--- src/rtl/core/rhsv_pkg.sv ---
// rhsv_pkg: shared types and constants for the rgb to hsv converter
// no dependencies; imported by every module of the block
`timescale 1ns / 1ps

package rhsv_pkg;

  localparam int HUE_FRAC_BITS_DEF = 6;
  localparam int SAT_FRAC_BITS_DEF = 16;

  localparam int DEG_SECTOR = 60;
  localparam int DEG_GREEN  = 120;
  localparam int DEG_BLUE   = 240;
  localparam int DEG_FULL   = 360;

  typedef enum logic [2:0] {
    SECT_RED   = 3'b001,
    SECT_GREEN = 3'b010,
    SECT_BLUE  = 3'b100
  } sector_t;

  typedef struct packed {
    logic [7:0] red_in;
    logic [7:0] green_in;
    logic [7:0] blue_in;
  } pixel_t;

  typedef struct packed {
    logic [14:0] hue_x64;
    logic [16:0] sat_frac;
    logic [7:0]  value_out;
  } result_t;

  // per-beat control and side data that rides along the divider row
  typedef struct packed {
    logic       valid;
    logic [7:0] value;
    sector_t    sector;
    logic       neg;
    logic       grey;
    logic       black;
  } side_t;

endpackage

--- src/rtl/core/rgb_to_hsv_converter.sv ---
// rgb_to_hsv_converter: pixel-rate rgb to hsv conversion, top level
// depends on rhsv_pkg, rhsv_front and rhsv_div_cell
`timescale 1ns / 1ps

//  channel  ports                  beat
//  input    start, busy, pixel     start high while busy low
//  output   done, result           done high for one cycle
//
// a new pixel is taken every cycle; busy is always low
// a result passes the front register, then the row of division cells, then the done and result registers;
// QW = max(SAT_FRAC_BITS + 1, HUE_FRAC_BITS + 6) cells, one quotient bit per cell (17 cells at defaults)
// synchronous reset clears the valid bits along the row; beats in flight are dropped
// the receiver takes each result in its single done cycle
module rgb_to_hsv_converter #(
  parameter int HUE_FRAC_BITS = rhsv_pkg::HUE_FRAC_BITS_DEF,
  parameter int SAT_FRAC_BITS = rhsv_pkg::SAT_FRAC_BITS_DEF
) (
  input  logic              clk,
  input  logic              rst,
  input  logic              start,
  output logic              busy,
  input  rhsv_pkg::pixel_t  pixel,
  output logic              done,
  output rhsv_pkg::result_t result
);
  import rhsv_pkg::*;

  localparam int QW = (SAT_FRAC_BITS + 1 > HUE_FRAC_BITS + 6) ?
                      SAT_FRAC_BITS + 1 : HUE_FRAC_BITS + 6;
  localparam int HW = $clog2((DEG_FULL << HUE_FRAC_BITS) + 1) + 1;
  localparam logic signed [HW-1:0] OFF_GREEN = HW'(DEG_GREEN << HUE_FRAC_BITS);
  localparam logic signed [HW-1:0] OFF_BLUE  = HW'(DEG_BLUE << HUE_FRAC_BITS);
  localparam logic signed [HW-1:0] OFF_FULL  = HW'(DEG_FULL << HUE_FRAC_BITS);

  side_t         st_side [QW+1];
  logic [7:0]    st_den_s [QW+1];
  logic [7:0]    st_rem_s [QW+1];
  logic [QW-1:0] st_nq_s [QW+1];
  logic [7:0]    st_den_h [QW+1];
  logic [7:0]    st_rem_h [QW+1];
  logic [QW-1:0] st_nq_h [QW+1];

  assign busy = 1'b0;

  rhsv_front #(
    .HUE_FRAC_BITS(HUE_FRAC_BITS),
    .SAT_FRAC_BITS(SAT_FRAC_BITS),
    .QW           (QW)
  ) u_front (
    .clk     (clk),
    .rst     (rst),
    .take    (start && !busy),
    .pixel   (pixel),
    .side_out(st_side[0]),
    .den_s   (st_den_s[0]),
    .rem_s   (st_rem_s[0]),
    .nq_s    (st_nq_s[0]),
    .den_h   (st_den_h[0]),
    .rem_h   (st_rem_h[0]),
    .nq_h    (st_nq_h[0])
  );

  for (genvar i = 0; i < QW; i++) begin : g_cell
    rhsv_div_cell #(
      .QW(QW)
    ) u_cell (
      .clk      (clk),
      .rst      (rst),
      .side_in  (st_side[i]),
      .den_s_in (st_den_s[i]),
      .rem_s_in (st_rem_s[i]),
      .nq_s_in  (st_nq_s[i]),
      .den_h_in (st_den_h[i]),
      .rem_h_in (st_rem_h[i]),
      .nq_h_in  (st_nq_h[i]),
      .side_out (st_side[i+1]),
      .den_s_out(st_den_s[i+1]),
      .rem_s_out(st_rem_s[i+1]),
      .nq_s_out (st_nq_s[i+1]),
      .den_h_out(st_den_h[i+1]),
      .rem_h_out(st_rem_h[i+1]),
      .nq_h_out (st_nq_h[i+1])
    );
  end

  side_t                  fin;
  logic signed [HW-1:0]   offset, q_signed, hue_sum, hue_fix;
  result_t                result_next;

  assign fin = st_side[QW];

  always_comb begin
    unique case (fin.sector)
      SECT_RED:   offset = '0;
      SECT_GREEN: offset = OFF_GREEN;
      SECT_BLUE:  offset = OFF_BLUE;
      default:    offset = '0;
    endcase
    q_signed = signed'(HW'(st_nq_h[QW]));
    hue_sum  = fin.neg ? offset - q_signed : offset + q_signed;
    hue_fix  = (hue_sum < 0) ? hue_sum + OFF_FULL : hue_sum;
    result_next.hue_x64   = fin.grey ? 15'd0 : 15'(hue_fix);
    result_next.sat_frac  = fin.black ? 17'd0 : 17'(st_nq_s[QW]);
    result_next.value_out = fin.value;
  end

  always_ff @(posedge clk) begin
    if (rst) begin
      done <= 1'b0;
    end else begin
      done <= fin.valid;
    end
  end

  always_ff @(posedge clk) begin
    result <= result_next;
  end

endmodule

--- src/rtl/core/rhsv_front.sv ---
// rhsv_front: max/min search, sector pick and divider operand setup
// depends on rhsv_pkg; feeds the first rhsv_div_cell
`timescale 1ns / 1ps

module rhsv_front #(
  parameter int HUE_FRAC_BITS = rhsv_pkg::HUE_FRAC_BITS_DEF,
  parameter int SAT_FRAC_BITS = rhsv_pkg::SAT_FRAC_BITS_DEF,
  parameter int QW            = 17
) (
  input  logic            clk,
  input  logic            rst,
  input  logic            take,
  input  rhsv_pkg::pixel_t pixel,
  output rhsv_pkg::side_t side_out,
  output logic [7:0]      den_s,
  output logic [7:0]      rem_s,
  output logic [QW-1:0]   nq_s,
  output logic [7:0]      den_h,
  output logic [7:0]      rem_h,
  output logic [QW-1:0]   nq_h
);
  import rhsv_pkg::*;

  localparam int NW = QW + 8;

  logic [7:0]    r, g, b;
  logic [7:0]    mx, mn, delta, mag;
  logic [8:0]    diff;
  sector_t       sector;
  logic [13:0]   mag60;
  logic [NW-1:0] num_s, num_h;

  assign r = pixel.red_in;
  assign g = pixel.green_in;
  assign b = pixel.blue_in;

  always_comb begin
    // ties go to red, then green
    priority if (r >= g && r >= b) begin
      sector = SECT_RED;
      mx     = r;
      diff   = {1'b0, g} - {1'b0, b};
    end else if (g >= b) begin
      sector = SECT_GREEN;
      mx     = g;
      diff   = {1'b0, b} - {1'b0, r};
    end else begin
      sector = SECT_BLUE;
      mx     = b;
      diff   = {1'b0, r} - {1'b0, g};
    end
    mn = r;
    if (g < mn) mn = g;
    if (b < mn) mn = b;
    delta = mx - mn;
    mag   = diff[8] ? 8'(-diff) : diff[7:0];
    mag60 = 14'(mag) * 14'(DEG_SECTOR);
    num_s = NW'(delta) << SAT_FRAC_BITS;
    num_h = NW'(mag60) << HUE_FRAC_BITS;
  end

  // quotient fits in QW bits, so the top bits of each numerator start as remainder
  always_ff @(posedge clk) begin
    if (rst) begin
      side_out.valid <= 1'b0;
    end else begin
      side_out.valid <= take;
    end
    side_out.value  <= mx;
    side_out.sector <= sector;
    side_out.neg    <= diff[8];
    side_out.grey   <= (delta == 8'd0);
    side_out.black  <= (mx == 8'd0);
    den_s <= mx;
    rem_s <= num_s[NW-1:QW];
    nq_s  <= num_s[QW-1:0];
    den_h <= delta;
    rem_h <= num_h[NW-1:QW];
    nq_h  <= num_h[QW-1:0];
  end

endmodule

--- src/rtl/core/rhsv_div_cell.sv ---
// rhsv_div_cell: one restoring-division step for both the saturation and hue quotients
// depends on rhsv_pkg; chained QW deep by the top level
`timescale 1ns / 1ps

module rhsv_div_cell #(
  parameter int QW = 17
) (
  input  logic            clk,
  input  logic            rst,
  input  rhsv_pkg::side_t side_in,
  input  logic [7:0]      den_s_in,
  input  logic [7:0]      rem_s_in,
  input  logic [QW-1:0]   nq_s_in,
  input  logic [7:0]      den_h_in,
  input  logic [7:0]      rem_h_in,
  input  logic [QW-1:0]   nq_h_in,
  output rhsv_pkg::side_t side_out,
  output logic [7:0]      den_s_out,
  output logic [7:0]      rem_s_out,
  output logic [QW-1:0]   nq_s_out,
  output logic [7:0]      den_h_out,
  output logic [7:0]      rem_h_out,
  output logic [QW-1:0]   nq_h_out
);
  import rhsv_pkg::*;

  logic [8:0] trial_s, trial_h, diff_s, diff_h;
  logic       ge_s, ge_h;

  always_comb begin
    trial_s = {rem_s_in, nq_s_in[QW-1]};
    trial_h = {rem_h_in, nq_h_in[QW-1]};
    diff_s  = trial_s - {1'b0, den_s_in};
    diff_h  = trial_h - {1'b0, den_h_in};
    ge_s    = (trial_s >= {1'b0, den_s_in});
    ge_h    = (trial_h >= {1'b0, den_h_in});
  end

  // numerator bits shift out the top while quotient bits shift in below
  always_ff @(posedge clk) begin
    if (rst) begin
      side_out.valid <= 1'b0;
    end else begin
      side_out.valid <= side_in.valid;
    end
    side_out.value  <= side_in.value;
    side_out.sector <= side_in.sector;
    side_out.neg    <= side_in.neg;
    side_out.grey   <= side_in.grey;
    side_out.black  <= side_in.black;
    den_s_out <= den_s_in;
    den_h_out <= den_h_in;
    rem_s_out <= ge_s ? diff_s[7:0] : trial_s[7:0];
    rem_h_out <= ge_h ? diff_h[7:0] : trial_h[7:0];
    nq_s_out  <= {nq_s_in[QW-2:0], ge_s};
    nq_h_out  <= {nq_h_in[QW-2:0], ge_h};
  end

endmodule

--- config.mk ---
export PLATFORM = sky130hd
export DESIGN_NAME = rgb_to_hsv_converter
export DESIGN_NICKNAME = d
export VERILOG_FILES = /design/src/rtl/core/rhsv_pkg.sv /design/src/rtl/core/rgb_to_hsv_converter.sv /design/src/rtl/core/rhsv_front.sv /design/src/rtl/core/rhsv_div_cell.sv
export SDC_FILE = /design/constraint.sdc
export NUM_CORES = 2
export LEC_CHECK = 0
export ABC_AREA = 1
export BUFFER_PORTS_ARGS = -buffer_cell sky130_fd_sc_hd__clkbuf_2
export CORE_MARGIN = 5
export CORE_UTILIZATION = 50
export CTS_BUF_LIST = sky130_fd_sc_hd__clkbuf_2 sky130_fd_sc_hd__clkbuf_4 sky130_fd_sc_hd__clkbuf_8
export DETAILED_ROUTE_END_ITERATION = 7
export GPL_ROUTABILITY_DRIVEN = 0
export PLACE_DENSITY = 0.68
export SYNTH_ARGS = -nofsm -noshare
export SYNTH_HDL_FRONTEND = slang
export SYNTH_HIERARCHICAL = 1
export SYNTH_SLANG_ARGS = --single-unit
export TNS_END_PERCENT = 10
--- constraint.sdc ---
create_clock -name clk -period 5.2 [get_ports clk]
set_input_delay 1.04 -clock clk [delete_from_list [all_inputs] [get_ports clk]]
set_output_delay 1.04 -clock clk [all_outputs]
set_load 0.01 [all_outputs]
Word level (Yosys, flattened, before mapping)
Index checks and enable logic that the tools add are counted.
{ "word_totals": {"reg_bits": 1056, "inputBits": 27, "output_inout_bits": 42, "elab_cells": 351} }
{ "classes": {"n_addsub": 40, "mul": 1, "magnitude_cmp": 40, "n_eq_ne": 2, "n_mux": 43, "reduce_logical": 3} }
{ "op_table": {"columns": ["operator", "count"], "rows": [
  ["9-bit by 8-bit >= comparator with 1-bit output", 32],
  ["8-bit two-way mux", 36],
  ["8-bit subtractor", 32],
  ["8-bit >= comparator", 4],
  ["14-bit one-hot mux with 2 select lines", 1],
  ["8-bit by 8-bit subtractor with 9-bit output", 3],
  ["9-bit two-way mux", 2],
  ["15-bit by 16-bit adder with 16-bit output", 1],
  ["8-bit logical NOT", 2],
  ["16-bit by 1-bit less-than comparator with 1-bit output, second input constant", 1],
  ["8-bit less-than comparator", 2],
  ["16-bit two-way mux", 1],
  ["15-bit by 16-bit subtractor with 16-bit output", 1],
  ["15-bit adder, second input constant", 1],
  ["15-bit two-way mux", 1],
  ["8-bit by 4-bit multiplier with 12-bit output, second input constant", 1],
  ["4-bit by 8-bit >= comparator with 1-bit output", 1],
  ["8-bit negator", 1],
  ["4-bit by 8-bit subtractor with 8-bit output", 1],
  ["4-bit two-way mux", 1],
  ["3-bit by 2-bit == test with 1-bit output, second input constant", 1],
  ["3-bit == test, second input constant", 1],
  ["3-bit two-way mux", 1],
  ["1-bit logical AND", 1]
]} }

Depth between registers and ports, before layout
{ "depth": {"depth_word": 6, "ltp_mapped": 39, "ltp_nobuf": 38} }

Hierarchy
Netlist, hierarchy kept.
{ "by_module_without_submodules": {"columns": ["mod", "instances", "cells_each", "area_each_um2", "seq_area_each_um2"], "rows": [
  ["rhsv_div_cell at g_cell[13].u_cell ...", 8, 299, 2786.4, 1621.6],
  ["rhsv_div_cell at g_cell[0].u_cell ...", 7, 300, 2854.0, 1621.6],
  ["rhsv_front", 1, 616, 4342.9, 700.7],
  ["rhsv_div_cell at g_cell[3].u_cell", 1, 300, 2885.3, 1621.6],
  ["rhsv_div_cell at g_cell[7].u_cell", 1, 300, 2862.7, 1621.6],
  ["rgb_to_hsv_converter", 1, 350, 2308.5, 820.8]
]} }

Worst setup path before layout
OpenSTA, ideal clock, no wires.
{ "synth_timing": {"kind": "input to register", "from": "input port pixel[2] (netlist bit)", "to": "register u_front.rem_h[2]", "setup_ns": 0.072, "t_arrival_ns": 5.382, "required_time_ns": 5.128, "path_slack_ns": -0.255, "path_stages": 33, "n_path_buf": 1, "path_cell_list": "inv_1 > ha_1 > a21oi_2 > nand2_1 > nand2_1 > nand2_2 > nand2_4 > nand2_4 > buf_8 > o21ai_2 > a21oi_4 > ha_1 > inv_1 > nand2_1 > xor2_1 > inv_1 > ha_1 > xnor2_1 > fa_1 > inv_1 > ha_1 > nand2_1 > nor2_1 > a211oi_1 > o21ai_0 > nand2_1 > nand2_1 > a21oi_1 > nor2_1 > nor2_1 > nor2_1 > nor2_1 > xnor2_1"} }
{ "synth_between": {"elab_chain_cells": 6, "elab_cells_between_ends": 10, "cone_classes": "add/sub (3); mul (1); order compare (2); mux (3); reduce/logical (1)"} }
{ "synth_lines": {"columns": ["element", "line_no", "source"], "rows": [
  ["start: declaration", "rgb_to_hsv_converter.sv:22", "input rhsv_pkg::pixel_t pixel,"],
  ["8-bit by 8-bit subtractor with 9-bit output, or another cell as far along", "rhsv_front.sv:46", "diff = {1'b0, b} - {1'b0, r};"],
  ["9-bit two-way mux or 1-bit logical AND (tied branches)", "rhsv_front.sv:43, rhsv_front.sv:39", null],
  ["9-bit two-way mux *", "rhsv_front.sv:39", "priority if (r >= g && r >= b) begin"],
  ["8-bit negator", "rhsv_front.sv:56", "mag = diff[8] ? 8'(-diff) : diff[7:0];"],
  ["8-bit two-way mux *", "rhsv_front.sv:56", null],
  ["8-bit by 4-bit multiplier with 12-bit output *", "rhsv_front.sv:57", "mag60 = 14'(mag) * 14'(DEG_SECTOR);"],
  ["via u_front.mag60[13]", "rhsv_front.sv:30", "logic [13:0] mag60;"],
  ["end signal: assignment", "rhsv_front.sv:78", "rem_h <= num_h[NW-1:QW];"],
  ["end: declaration", "rhsv_front.sv:19", "output logic [7:0] rem_h,"]
]} }
The timed path passes the listed nets; every way through them passes the cells marked *.
A chain may end at the register's enable or synchronous reset.

Worst setup path in the final report
{ "layout_timing": {"from": "input port pixel[22] (netlist bit)", "to": "register u_front.rem_h[2]"} }
{ "layout_between": {"elab_chain_cells": 6, "elab_cells_between_ends": 10, "cone_classes": "add/sub (3); mul (1); order compare (2); mux (3); reduce/logical (1)"} }
{ "layout_lines": {"columns": ["element", "line_no", "source"], "rows": [
  ["8-bit by 8-bit subtractor with 9-bit output, or another cell as far along", "rhsv_front.sv:50", "diff = {1'b0, r} - {1'b0, g};"],
  ["9-bit two-way mux or 1-bit logical AND (tied branches)", "rhsv_front.sv:43, rhsv_front.sv:39", null],
  ["9-bit two-way mux *", "rhsv_front.sv:39", null],
  ["8-bit negator", "rhsv_front.sv:56", null],
  ["8-bit two-way mux *", "rhsv_front.sv:56", null],
  ["8-bit by 4-bit multiplier with 12-bit output *", "rhsv_front.sv:57", null],
  ["via u_front.mag60[13]", "rhsv_front.sv:30", null]
]} }
Marked as above.

==> summary.txt <==
Clock network
  – CTS root buffer: clkbuf_8
  – Clk pin slew, worst setup/hold paths: ~60 ps
  – Hold_buf cts: 0
  – Post-CTS Setup Repair Bufs: 0
  – Clock Sinks: 1,404
  – H-tree lvl count: 4
  – Clock Tree Buf Depth: 3
  – TritonCTS Buffers: 210
  – Post-CTS sizing: 0
  – CTS tree: yes
  – Worst-Skew Late Latency: 860 ps

Route
  – 1st-pass router iterations: 5
  – Final Routed Wirelength: 92,400 microns
  – # DRC: 0
  – Post-route ant nets: 0
  – Vias/cell: 4.60
  – Vias: approximately 36,000
  – DR iter-0 viols: between 1,500 and 2,000
  – WL/cell: 11.8 microns

STA
  – Achievable Freq: roughly 210 MHz
  – Period utilization: around nine tenths
  – Final Hold Viols: 0
  – Normalized max-slew margin: 49.6%
  – Fin crit period: 4770 ps
  – Worst slew pin tran: between 700 and 800 ps
  – RSZ-0062 raised after global routing: false
  – Max Clock Skew: 34.1 ps
  – Slew Limit Fails: 0
  – Final setup violation count: 0
  – Final worst-path setup slack: 435 ps

Placed design
  – Post-DP HPWL: 70,100 microns
  – Pre-CTS WS: -459 ps
  – Port bufs: 67

Global routing
  – Gr ovfl total: 0
  – Vias in the first global route: 35,404
  – Largest net degree at the start of global routing: 20
  – Total GRT Usage: 16.5%
  – Initial antenna violation count: 1
  – First-pass GRT wire length: 159,000 microns

Die
  – Die width: around 340 microns
  – Effective utilization at floorplan: 50.4%
  – Total die area: 113,000 sq um
  – Core ar.: 105,000 sq um
  – Row cnt: 119
  – Die H: between 300 and 400 microns
  – I/O pins: 69

Finish
  – FF/Latch Area: 28,100 sq um
  – # nets final: roughly 6,600
  – Share of cells above drive strength 1: between 15 and 20%
  – Area of the multi-input gates: 20,700 sq um
  – # fillers: slightly above 9,000
  – Area growth, synth to finish: 13.7%

Logic synthesis
  – Syn Area/Cell: 9.02 sq um
  – Synth Instances: 5,889
  – Synth Warn #: 6
  – Post-Syn Area: 53,100 sq um

Worst setup path
  – CP most frequent cell: nand2_1
  – Startpoint Class: primary input
  – Slowest cell delay on critical path: 440 ps
  – Worst R2R Path Depth: 17
  – Reg-to-reg critical path endpoint: result[36]
  – CP max stage cell: fa_1
  – Arrival time at the worst endpoint: ~5600 ps
  – Crit end category: register
  – CP Capture Point: u_front/rem_h[2]
  – Worst reg2reg path startpoint: g_cell[16].u_cell/nq_h_out[0]
  – R2R Setup Slk: about 2000 ps
  – CP Max Fanout: 5
  – Worst Setup SP: pixel[22]
  – Worst Setup Path Type: primary input to register
  – CP Data Required Time: between 5000 and 6000 ps

Run status
  – Status: finished clean

Job
  – Max cap viols: 0

Worst hold path
  – HP Class: register to register
-- worst max-delay path: cells and delay by family --
| kind | cells | cell delay, ps |
|---|---|---|
| xor+xnor | 2 | 350 |
| fa+ha+maj | 5 | 1580 |
| buf+inv | 6 | 590 |
| compound gates | 5 | 730 |
| simple gates | 16 | 1220 |
-- sequential cells by signal (all words and copies together), names as in the netlist --
signal,cells
g_cell.u_cell/side_out,255
g_cell.u_cell/den_s_out,128
u_front/rem_s,1
u_front/rem_h,3
g_cell.u_cell/den_h_out,128
u_front/den_s,8
g_cell.u_cell/nq_s_out,289
g_cell.u_cell/rem_h_out,128
done,1
g_cell.u_cell/nq_h_out,272
g_cell.u_cell/rem_s_out,128
result,40
u_front/den_h,7
u_front/side_out,7
u_front/nq_h,9
-- metrics by stage --
| stage | setup TNS (ps) | std cells | hold WS, ps | util (%) | cell area [sq um] |
|---|---|---|---|---|---|
| after floorplan | -15.4 | 5918 | 310 | - | 53300 |
| after global placement | -790 | 7416 | 310 | 52.7 | 55500 |
| after detailed placement | -1720 | 7416 | 312 | 52.7 | 55500 |
| after CTS | 0 | 7798 | 268 | 57.3 | 60400 |
| after global routing | 0 | 7799 | 306 | 57.3 | 60400 |
| final | 0 | 7799 | 299 | 57.3 | 60400 |
-- how the worst min path moves through the flow --
stage	from	endpoint	slack (ps)	cells after the start
finish	g_cell[5].u_cell/side_out[10]	g_cell[6].u_cell/side_out[10]	300	0
global route	g_cell[6].u_cell/nq_s_out[14]	g_cell[7].u_cell/nq_s_out[15]	310	0
CTS	start	u_front/side_out[14]	270	3
detailed placement	g_cell[9].u_cell/nq_h_out[14]	g_cell[10].u_cell/nq_h_out[15]	310	0
global placement	g_cell[6].u_cell/side_out[13]	g_cell[7].u_cell/side_out[13]	310	0
floorplan	u_front/nq_h[9]	g_cell[0].u_cell/nq_h_out[10]	310	0
-- cell usage in the layout (no fill, tap or decap), drive strengths merged, types with 49 or more instances in the layout --
cell type / count
dfxtp: 1404
nor2: 243
nand3: 530
nand2: 1699
inv: 960
buf: 139
xnor2: 49
a21oi: 197
ha: 337
xor2: 86
nor3: 58
clkbuf: 391
nand4: 72
-- cell type report --
cell class,count,share of cell area [%]
Antenna cell,1,0.00414
Clock buffer,324,6.68
Clock inverter,58,1.39
Inverter,964,5.99
Multi-Input combinational cell,3451,34.2
Sequential cell,1404,46.5
Tap cell,1391,2.88
Timing Repair Buffer,206,2.28
-- layer usage --
| layer | vias up | wire length, microns | part of all wire (%) | global-route usage (%) |
|---|---|---|---|---|
| met3 | 203 | 3410 | 3.7 | 3.12 |
| li1 | 18990 | - | - | - |
| met2 | 604 | 45700 | 49 | 29.8 |
| met4 | 0 | 2540 | 2.8 | 6.46 |
| met5 | - | 0 | 0 | 0 |
| met1 | 16089 | 40700 | 44 | 19.6 |
Power is not shown: default switching activity piles up to over one toggle a cycle in this logic, so the estimate is an artifact.
